$ cat src/hw/rtl/i2cms_pkg.sv
`timescale 1ns / 1ps
`default_nettype none
// ----------------------------------------------------------------------------
// I2C master bit sequencer package
// Command codes, line constants and the item types shared by the modules.
// ----------------------------------------------------------------------------
package i2cms_pkg;

  localparam int unsigned OpW      = 3;
  localparam int unsigned PhaseW   = 5;
  localparam int unsigned ByteW    = 8;
  localparam int unsigned InDataW  = 16;
  localparam int unsigned OutDataW = 16;

  localparam logic [OpW-1:0] OP_START = 3'd0;
  localparam logic [OpW-1:0] OP_STOP  = 3'd1;
  localparam logic [OpW-1:0] OP_WRITE = 3'd2;
  localparam logic [OpW-1:0] OP_WAIT  = 3'd3;
  localparam logic [OpW-1:0] OP_READ  = 3'd4;
  localparam logic [OpW-1:0] OP_IDLE  = 3'd7;

  localparam logic [ByteW-1:0] MSB_MASK = 8'h80;

  // Last phase of a byte transfer on the bus (eight bits, two phases each).
  localparam logic [PhaseW-1:0] PHASE_BYTE_LAST = 5'd15;

  typedef struct packed {
    logic             sda_in;
    logic             send_ack;
    logic [ByteW-1:0] write_data;
    logic [OpW-1:0]   opcode;
    logic             cmd_valid;
  } in_item_t;

  typedef struct packed {
    logic             ack_missing;
    logic [ByteW-1:0] read_byte;
    logic             done_res;
    logic             busy_res;
    logic             sda_release;
    logic             scl_out;
  } out_item_t;

endpackage
`default_nettype wire

$ cat src/hw/rtl/i2c_master_bit_sequencer.sv
`timescale 1ns / 1ps
`default_nettype none
// ----------------------------------------------------------------------------
// I2C master bit sequencer
// Each input transaction is registered, its bus phase is worked out
// combinationally and the result is held in the result register until taken.
// Throughput: one transaction per cycle while the output is not stalled; each
// item is at most one bus phase, the phase logic between registers one step.
// Reset: asynchronous, active low; the sequencer goes idle with SCL and SDA
// released high and both stream registers empty.
// ----------------------------------------------------------------------------
module i2c_master_bit_sequencer (
  input  wire                                 clk_i,
  input  wire                                 rst_ni,
  input  wire                                 s_axis_tvalid_i,
  output logic                                s_axis_tready_o,
  // [0] cmd_valid, [3:1] opcode, [11:4] write_data, [12] send_ack,
  // [13] sda_in, [15:14] ignored
  input  wire  [i2cms_pkg::InDataW-1:0]       s_axis_tdata_i,
  output logic                                m_axis_tvalid_o,
  input  wire                                 m_axis_tready_i,
  // [0] scl_out, [1] sda_release, [2] busy_res, [3] done_res,
  // [11:4] read_byte, [12] ack_missing, [15:13] zero
  output logic [i2cms_pkg::OutDataW-1:0]      m_axis_tdata_o
);
  import i2cms_pkg::*;

  logic      in_valid_q;
  in_item_t  in_item_q;
  logic      out_valid_q;
  out_item_t out_item_q;
  out_item_t res;
  logic      step;

  // The core advances whenever the input register holds an item and the
  // result register is empty or being drained.
  assign step            = in_valid_q && (!out_valid_q || m_axis_tready_i);
  assign s_axis_tready_o = !in_valid_q || step;

  always_ff @(posedge clk_i or negedge rst_ni) begin
    if (!rst_ni) begin
      in_valid_q <= 1'b0;
    end else if (s_axis_tready_o) begin
      in_valid_q <= s_axis_tvalid_i;
    end
  end

  always_ff @(posedge clk_i) begin
    if (s_axis_tready_o && s_axis_tvalid_i) begin
      in_item_q <= in_item_t'(s_axis_tdata_i[$bits(in_item_t)-1:0]);
    end
  end

  i2cms_core u_core (
    .clk_i  (clk_i),
    .rst_ni (rst_ni),
    .step_i (step),
    .item_i (in_item_q),
    .res_o  (res)
  );

  always_ff @(posedge clk_i or negedge rst_ni) begin
    if (!rst_ni) begin
      out_valid_q <= 1'b0;
    end else if (step) begin
      out_valid_q <= 1'b1;
    end else if (m_axis_tready_i) begin
      out_valid_q <= 1'b0;
    end
  end

  always_ff @(posedge clk_i) begin
    if (step) begin
      out_item_q <= res;
    end
  end

  assign m_axis_tvalid_o = out_valid_q;
  assign m_axis_tdata_o  = {{(OutDataW - $bits(out_item_t)){1'b0}}, out_item_q};

endmodule
`default_nettype wire

$ cat src/hw/rtl/i2cms_core.sv
`timescale 1ns / 1ps
`default_nettype none
// ----------------------------------------------------------------------------
// I2C master sequencer core
// Holds the command state and works out one bus phase per registered item.
// ----------------------------------------------------------------------------
module i2cms_core (
  input  wire                  clk_i,
  input  wire                  rst_ni,
  input  wire                  step_i,
  input  i2cms_pkg::in_item_t  item_i,
  output i2cms_pkg::out_item_t res_o
);
  import i2cms_pkg::*;

  logic [OpW-1:0]    cmd_q, cmd_d;
  logic [PhaseW-1:0] phase_q, phase_d;
  logic [ByteW-1:0]  shift_q, shift_d;
  logic              scl_q, scl_d;
  logic              sda_q, sda_d;
  logic              ack_q, ack_d;
  logic              nack_q, nack_d;

  always_comb begin
    logic [OpW-1:0]    act;
    logic [PhaseW-1:0] p;
    logic              c;
    logic              s;
    logic              done;
    logic              run;

    act     = cmd_q;
    p       = phase_q;
    c       = scl_q;
    s       = sda_q;
    done    = 1'b0;
    run     = 1'b1;
    shift_d = shift_q;
    ack_d   = ack_q;
    nack_d  = nack_q;
    cmd_d   = cmd_q;
    phase_d = phase_q;
    scl_d   = scl_q;
    sda_d   = sda_q;
    res_o   = '0;

    if (cmd_q == OP_IDLE) begin
      if (item_i.cmd_valid && (item_i.opcode <= OP_READ)) begin
        act = item_i.opcode;
        p   = '0;
        if (item_i.opcode == OP_WRITE) begin
          shift_d = item_i.write_data;
        end
        if (item_i.opcode == OP_READ) begin
          shift_d = '0;
          ack_d   = item_i.send_ack;
        end
      end else begin
        run = 1'b0;
      end
    end

    if (run) begin
      case (act)
        OP_START: begin
          if (p == 5'd0) begin
            s = 1'b1; c = 1'b1;
          end else if (p == 5'd1) begin
            s = 1'b0; c = 1'b1;
          end else begin
            s = 1'b0; c = 1'b0; done = 1'b1;
          end
        end
        OP_STOP: begin
          if (p == 5'd0) begin
            s = 1'b0;
          end else if (p == 5'd1) begin
            s = 1'b0; c = 1'b1;
          end else begin
            s = 1'b1; c = 1'b1; done = 1'b1;
          end
        end
        OP_WRITE: begin
          s = |(shift_d & MSB_MASK);
          if (p[0]) begin
            c       = 1'b1;
            shift_d = {shift_d[ByteW-2:0], 1'b0};
            done    = (p >= PHASE_BYTE_LAST);
          end
        end
        OP_WAIT: begin
          if (p == 5'd0) begin
            s = 1'b1;
          end else if (p == 5'd1) begin
            s = 1'b1; c = 1'b1; nack_d = item_i.sda_in;
          end else if (p == 5'd2) begin
            // A nack turns the tail of this command into a stop condition.
            if (nack_q) begin
              s = 1'b0; c = 1'b1;
            end else begin
              s = 1'b1; c = 1'b0; done = 1'b1;
            end
          end else if (p == 5'd3) begin
            s = 1'b0; c = 1'b1;
          end else begin
            s = 1'b1; c = 1'b1; done = 1'b1;
          end
          res_o.ack_missing = done & nack_d;
        end
        default: begin
          if (!p[PhaseW-1]) begin
            s = 1'b1;
            if (!p[0]) begin
              c       = 1'b1;
              shift_d = {shift_d[ByteW-2:0], item_i.sda_in};
            end else begin
              c = 1'b0;
            end
          end else if (p == 5'd16) begin
            s = 1'b1; c = 1'b0;
          end else if (p == 5'd17) begin
            s = ~ack_d; c = 1'b0;
          end else begin
            s = ~ack_d; c = 1'b1; done = 1'b1;
          end
          if (done) begin
            res_o.read_byte = shift_d;
          end
        end
      endcase

      scl_d = c;
      sda_d = s;
      // During a write the clock is pulled low again after each high phase,
      // and the data line is released once the byte has gone out.
      if (act == OP_WRITE) begin
        if (p[0]) begin
          scl_d = 1'b0;
        end
        if (done) begin
          sda_d = 1'b1;
        end
      end

      cmd_d   = done ? OP_IDLE : act;
      phase_d = done ? '0 : p + 5'd1;

      res_o.scl_out     = c;
      res_o.sda_release = s;
      res_o.busy_res    = 1'b1;
      res_o.done_res    = done;
    end else begin
      res_o.scl_out     = scl_q;
      res_o.sda_release = sda_q;
    end
  end

  always_ff @(posedge clk_i or negedge rst_ni) begin
    if (!rst_ni) begin
      cmd_q   <= OP_IDLE;
      phase_q <= '0;
      shift_q <= '0;
      scl_q   <= 1'b1;
      sda_q   <= 1'b1;
      ack_q   <= 1'b0;
      nack_q  <= 1'b0;
    end else if (step_i) begin
      cmd_q   <= cmd_d;
      phase_q <= phase_d;
      shift_q <= shift_d;
      scl_q   <= scl_d;
      sda_q   <= sda_d;
      ack_q   <= ack_d;
      nack_q  <= nack_d;
    end
  end

endmodule
`default_nettype wire
$ cat config.mk
export PLATFORM = sky130hd
export DESIGN_NAME = i2c_master_bit_sequencer
export DESIGN_NICKNAME = d
export VERILOG_FILES = /design/src/hw/rtl/i2cms_pkg.sv /design/src/hw/rtl/i2c_master_bit_sequencer.sv /design/src/hw/rtl/i2cms_core.sv
export SDC_FILE = /design/constraint.sdc
export NUM_CORES = 1
export LEC_CHECK = 0
export BUFFER_PORTS_ARGS = -buffer_cell sky130_fd_sc_hd__buf_2
export CAP_MARGIN = 20
export CELL_PAD_IN_SITES_DETAIL_PLACEMENT = 0
export CELL_PAD_IN_SITES_GLOBAL_PLACEMENT = 2
export CORE_AREA = 5 5 71 121
export DETAILED_ROUTE_END_ITERATION = 8
export DIE_AREA = 0 0 76 126
export PLACE_DENSITY_LB_ADDON = 0.1
export REMOVE_ABC_BUFFERS = 1
export SLEW_MARGIN = 20
export SYNTH_ARGS = -nofsm -noshare
export SYNTH_HDL_FRONTEND = slang
export SYNTH_SLANG_ARGS = --single-unit
export TNS_END_PERCENT = 50
$ cat constraint.sdc
create_clock -name clk_i -period 3.66 [get_ports clk_i]
set_input_delay 0.915 -clock clk_i [delete_from_list [all_inputs] [get_ports clk_i]]
set_output_delay 0.915 -clock clk_i [all_outputs]
set_load 0.01 [all_outputs]
==> results of run 1 <==
[how the worst min path moves through the flow]
stage | slack, ps | from | to | cells past startpoint
floorplan | 450 | u_core.ack_q$_DFFE_PN0P_ | u_core.ack_q$_DFFE_PN0P_ | 2
global placement | 470 | u_core.ack_q$_DFFE_PN0P_ | u_core.ack_q$_DFFE_PN0P_ | 2
detailed placement | 470 | in_valid_q$_DFFE_PN0N_ | m_axis_tvalid_o$_DFFE_PN0P_ | 1
CTS | 500 | in_valid_q$_DFFE_PN0N_ | m_axis_tvalid_o$_DFFE_PN0P_ | 1
global route | 520 | in_valid_q$_DFFE_PN0N_ | m_axis_tvalid_o$_DFFE_PN0P_ | 1
finish | 490 | u_core.ack_q$_DFFE_PN0P_ | u_core.ack_q$_DFFE_PN0P_ | 2
[flip-flops by register name (all words and copies together), names as in the netlist]
register / flops
u_core.ack_q: 1
m_axis_tdata_o: 13
u_core.scl_q: 1
u_core.cmd_q: 3
in_item_q: 14
m_axis_tvalid_o: 1
in_valid_q: 1
u_core.shift_q: 8
u_core.sda_q: 1
u_core.phase_q: 5
u_core.nack_q: 1
[tightest hold or removal path, cell delays in order, from the launching register on]
cell and delay [ps]:
dfrtp_1 350, nand2_1 50, o21ai_0 60
[per-layer routing]
layer,share of wire (%),global-route usage [%],up-vias
met2,54,33.5,61
met3,2.9,2.86,33
met1,36,18.4,1153
met5,0,0,-
met4,6.6,12.8,0
li1,-,-,1173
[report_power, final]
part           internal [mW]  total, mW  switching, mW
Clock                  0.251      0.455          0.205
Sequential             0.769      0.969          0.200
Combinational          0.473       1.23          0.757
Total                   1.49       2.65           1.16
[cells in the final DEF (no fill, tap or decap), types with 4 or more instances in the layout]
master | Yosys | final
buf_2 | 9 | 32
edfxtp_1 | 27 | 27
nor2_1 | 22 | 22
o21ai_0 | 21 | 21
nand2_1 | 21 | 21
dfrtp_1 | 17 | 17
nor2b_1 | 9 | 9
a21oi_1 | 9 | 9
inv_1 | 8 | 8
buf_4 | 4 | 8
nor3_1 | 7 | 7
mux2i_1 | 7 | 7
nand3_1 | 6 | 6
and2_1 | 6 | 6
nand2b_1 | 6 | 6
a41oi_1 | 6 | 6
o31ai_1 | 6 | 6
o22ai_1 | 6 | 6
clkbuf_16 | 0 | 5
dfstp_2 | 5 | 5
a31oi_1 | 4 | 4
o211ai_1 | 4 | 4
a211oi_1 | 4 | 4
nor4_1 | 4 | 4
[cell type report]
type                       instances  area, sq um
clock buffer                       5          125
clock inverter                     3         17.5
fill                             797         4240
inverter                           8         30.0
multi-input combinational        215         1410
sequential                        49         1370
tap                               88          110
timing repair buffer              40          220
[kinds of logic after synthesis]
logic type / share of synthesized area (%)
fa+ha+maj: 0.430
compound gates: 23.8
flops: 47.0
mux: 2.80
buf+inv: 4.82
other cells: 0.129
simple gates: 21.0
[stage by stage]
stage	hold slack [ps]	setup WS [ps]	utilization, %
2_1_floorplan	448	1050	-
4_1_cts	496	884	43.6
3_3_place_gp	470	916	41.7
5_1_grt	523	728	43.6
6_report	491	842	43.6
3_5_place_dp	471	920	41.7
==> results.toml, run 1 <==
[critical_path]
worstPathCellList = "nand4_1 -> nor2_1 -> nor2_1 -> ha_1 -> nor2_1 -> a21bo_2 -> a21boi_2 -> nor2b_1 -> nor2_1"
r2r_start = "u_core.cmd_q[2]$_DFFE_PN1P_"
worstPathArrival_ps = 2840
cpMostUsedCell = "nor2_1"
crit_family = "simple AND/OR/NAND/NOR gates"
path_depth = 9
slowest_stage = "dfstp_2"
cp_max_fo = 15
worstReg2RegEnd = "m_axis_tdata_o[3]$_SDFFCE_PP0P_"
r2r_setup_slack_ps = 840
worstSetupEndpointType = "flip-flop"
r2r_cells = 9
cp_num_buf_inv = 0
worstSetupPathType = "reg -> reg"
cp-endpoint = "m_axis_tdata_o[3]$_SDFFCE_PP0P_"
max_stage_delay_ps = 700
required_ps = 3680
crit_start = "u_core.cmd_q[2]$_DFFE_PN1P_"
critPathLaunchType = "flip-flop"

[floorplan]
die_h_microns = 126
core_sq_um = 7510
rows = 42
start_util_pct = 38.7
io_pins = 38
die-area_sq_um = 9580
die_w_microns = 76

[place]
dpl_cell_area_sq_um = 3140
dp_cells = 400
gp_congestion = 0.832
place_hpwl_microns = 6340
io_buffers = 32

[sta]
worstMarginPinSlew_ps = 597
fin_crit_ps = 2820
skew_ps = 7.53
rsz0062_at_grt = "false"
hold_viol = 0
max-slew-margin-rel_pct = 60.2
max_freq_mhz = 355
drv_slew = 0
setup_viol = 0
tns_ps = 0
post-route-period-util_pct = 77.0

[finish]
synthToLayoutAreaGrowth_pct = 12.7
fin_cells = 408
fin_nets = 340
antenna_cells = 0
drive_gt1_share_pct = 20.9
final_design_area_no_fill_sq_um = 3280

[routing]
routed_wl_microns = 8530
drtIter0Drc = 117
post_drt_wl_per_cell_microns = 20.9
vias = 2420
drc = 0
viasPerCell = 5.93
first_pass_iters = 4
ant_nets = 0

[global_routing]
grt_first_pass_wirelength_microns = 13500
track_usage_pct = 18.3
first_global_vias = 2531
antenna_found_initial = 0
grt_start_max_net_pins = 27
gr-total-overflow = 0

[status]
outcome = "finished clean"

[synthesis]
syn_area_sq_um = 2910
synthCells = 292
synth_edf_count = 27
synth_seq_cells = 49
ys.flop_type = "edfxtp_1"
synthTopCellsByArea = "edfxtp_1 (28%), dfrtp_1 (15%), dfstp_2 (4.5%), o21ai_0 (3.6%), nor2_1 (2.8%)"
synth_area_per_cell_sq_um = 9.96
synth_top_area_share_pct = 27.9
synth_most_common_cell = "edfxtp_1"
synthTopCellsByCount = "edfxtp_1 (27), nor2_1 (22), nand2_1 (21), o21ai_0 (21), dfrtp_1 (17)"
yosysTopAreaCell = "edfxtp_1"
synthArstFlopShare_pct = 44.9
yosysWarnings = 0
synth_seq_area_share_pct = 47.0
synth.distinct_cells = 69

[power_and_ir_drop]
peakVddDrop_v = 0.000343
total_power_mw = 2.65
p_per_area_nw_per_um2 = 810
power_leakage_nw = 1.25

[cts]
clockBufferDepth = 2
holdBufCountCts = 0
cts_sinks = 49
root_buffer = "clkbuf_16"
h-tree-depth = 2
clock_latency_ps = 290
tritoncts = "yes"
clk_pin_slew_worst_paths_ps = 70
cts_buffers = 5
post_cts_resized = 0
post_cts_buffers = 0

[run]
maxCapViolCount = 0

[worst_hold_path]
hold_path_class = "reg -> reg"
Note: power is estimated with default switching activity, not from simulation.
==> run 2: changes to the inputs <==
Settings changed: ABC_AREA set to 1, CORE_AREA 5 5 71 121 to 5 5 75 128, DIE_AREA 0 0 76 126 to 0 0 80 133.
Clock period 3.66 ns to 2.73 ns, I/O delays scaled along.
==> run 2 against run 1 <==
  * Design area fell by 0.42%
  * Largest cell class is now flip-flops and latches
  * Via count fell by 5.0%
  * Sequential share of layout area rose by 0.18 points
  * Sequential power rose by 16%
==> results.toml, run 2 <==
[synthesis]
synth_top_family_by_area = "simple AND/OR/NAND/NOR gates"
synthTopCellsByArea = "edfxtp_1 (29%), dfrtp_1 (15%), nand2_1 (14%), nand3_1 (5.4%), inv_1 (5.1%)"
synthXorXnorAreaFrac_pct = 0
synth_simple_gate_area_share_pct = 32.6
synth_top_area_share_pct = 29.2
synth_most_common_cell = "nand2_1"
synth-adder-area-share_pct = 0.450
yosysTopAreaCell = "edfxtp_1"
yosysWarnings = 0
syn_area_sq_um = 2780
synth_area_per_cell_sq_um = 8.11
synth_edf_count = 27
synthCells = 343
synthMuxAreaShare_pct = 0
synth_seq_cells = 49
ys.flop_type = "edfxtp_1"
synth-compound-area-share_pct = 9.36
synthTopCellsByCount = "nand2_1 (101), inv_1 (38), nor2_1 (37)"
synth.distinct_cells = 38
synthArstFlopShare_pct = 44.9
synth_seq_area_share_pct = 49.2

[finish]
final_design_area_no_fill_sq_um = 3260
largest_register_ffs = 14
fillers = 966
final_core_util_pct = 38.1
final_common_cell = "nand2_1"
fin_cells = 500
antenna_cells = 0
fin_nets = 403
final_cell_mix = "nand2_1 (101), inv_1 (38), nor2_1 (37)"
multi_input_area_sq_um = 1190
largest-register = "in_item_q"
drive_gt1_share_pct = 22.7
seq_area_sq_um = 1370
synthToLayoutAreaGrowth_pct = 17.4

[critical_path]
crit_start = "u_core.cmd_q[0]$_DFFE_PN1P_"
slowest_stage = "dfstp_2"
worstSetupPathType = "reg -> reg"
required_ps = 2770
critPathLaunchType = "flip-flop"
r2r_start = "u_core.cmd_q[0]$_DFFE_PN1P_"
worstPathCellList = "nand2_2 -> nor2_4 -> nand3_2 -> nand2_1 -> nor2_1 -> nand2_1 -> inv_1 -> ha_1 -> nor2_1 -> nand2_1 -> nand3_2 -> nand4_4 -> inv_2 -> nor2_1"
crit_family = "simple AND/OR/NAND/NOR gates"
worstSetupEndpointType = "flip-flop"
cp_num_buf_inv = 2
worstPathArrival_ps = 2410
cp_max_fo = 8
max_stage_delay_ps = 570

[power_and_ir_drop]
power_leakage_nw = 1.56
peakVddDrop_v = 0.000440
total_power_mw = 3.35
p_per_area_nw_per_um2 = 1030

[cts]
h-tree-depth = 2
clock_latency_ps = 290
clockBufferDepth = 2
post_cts_buffers = 0
cts_buffers = 5
clk_pin_slew_worst_paths_ps = 70
post_cts_resized = 0
root_buffer = "clkbuf_16"
cts_sinks = 49
holdBufCountCts = 0
tritoncts = "yes"

[sta]
drv_slew = 0
tns_ps = 0
fin_crit_ps = 2360
skew_ps = 8.63
max-slew-margin-rel_pct = 60.4
setup_viol = 0
hold_viol = 0
post-route-period-util_pct = 86.6
max_freq_mhz = 423
rsz0062_at_grt = "false"
worstMarginPinSlew_ps = 593

[routing]
first_pass_iters = 4
routed_wl_microns = 7610
ant_nets = 0
viasPerCell = 4.60
post_drt_wl_per_cell_microns = 15.2
vias = 2300
drtIter0Drc = 148
drc = 0

[floorplan]
start_util_pct = 32.5
io_pins = 38
die_w_microns = 80
rows = 45
die-area_sq_um = 10600
core_sq_um = 8560
die_h_microns = 133

[global_routing]
antenna_found_initial = 0
gr-total-overflow = 0
track_usage_pct = 15.2
first_global_vias = 2409
grt_start_max_net_pins = 25
grt_first_pass_wirelength_microns = 12100

[run]
maxCapViolCount = 0

[status]
outcome = "finished clean"

[worst_hold_path]
hold_path_class = "in -> async"

[place]
io_buffers = 32
place_hpwl_microns = 5920
dp_cells = 492
dpl_cell_area_sq_um = 3090
gp_congestion = 0.796
run 2: changes by cell type in the layout (fill, tap and decap cells not counted), moves of 7 or more:
cell | previous run | this run
nand3_1 | 6 | 30
mux2i_1 | 7 | 0
nor2b_1 | 9 | 0
nor2_1 | 22 | 37
o21ai_0 | 21 | 9
inv_1 | 8 | 38
nand2_1 | 21 | 101
run 2: kinds of logic (layout without fill, tap and decap cells):
logic type	Yosys count	after routing
AO/OA/AOI/OAI	40	40
other	1	3
AND/OR/NAND/NOR	198	198
flip-flops	49	49
buffers and inverters	54	92
adder cells (fa/ha/maj)	1	1
run 2: metrics by stage:
stage | hold slack (ps) | worst slack, ps
2_1_floorplan | 387 | 346
3_3_place_gp | 460 | 311
3_5_place_dp | 459 | 320
4_1_cts | 408 | 300
5_1_grt | 423 | 123
6_report | 389 | 366
run 2: report_power, final:
part           switching, mW  internal (mW)  total [mW]
logic                   1.01          0.484        1.49
registers              0.111           1.01        1.12
clock network          0.280          0.458       0.738
total                   1.40           1.95        3.35
run 2: final timing paths:
kind / endpoint / slack [ps] / cells past startpoint
worst max-delay path: m_axis_tdata_o[3]$_SDFFCE_PP0P_ / 370 / 14
worst min-delay path: m_axis_tvalid_o$_DFFE_PN0P_ / 390 / 1
worst max register to register: m_axis_tdata_o[3]$_SDFFCE_PP0P_ / 370 / 14
worst min register to register: u_core.sda_q$_DFFE_PN1P_ / 470 / 2
max in group asynchronous: u_core.phase_q[0]$_DFFE_PN0P_ / 1940 / 1
min in group clk_i: u_core.sda_q$_DFFE_PN1P_ / 470 / 2
run 2: layout make-up:
class | instances | share of cell area, %
multi-input cells | 242 | 36.5
clock inverters | 2 | 1.15
well taps | 117 | 4.48
repair buffers | 38 | 6.29
inverters | 46 | 5.44
clock buffers | 6 | 4.25
flip-flops and latches | 49 | 41.9
run 2: per-layer routing:
| layer | global-route usage [%] | vias to the layer above | wire length (microns) |
|---|---|---|---|
| met1 | 15.0 | 1081 | 2770 |
| met4 | 6.20 | 0 | 176 |
| li1 | - | 1183 | - |
| met3 | 2.59 | 9 | 160 |
| met5 | 0 | - | 0 |
| met2 | 29.8 | 27 | 4500 |
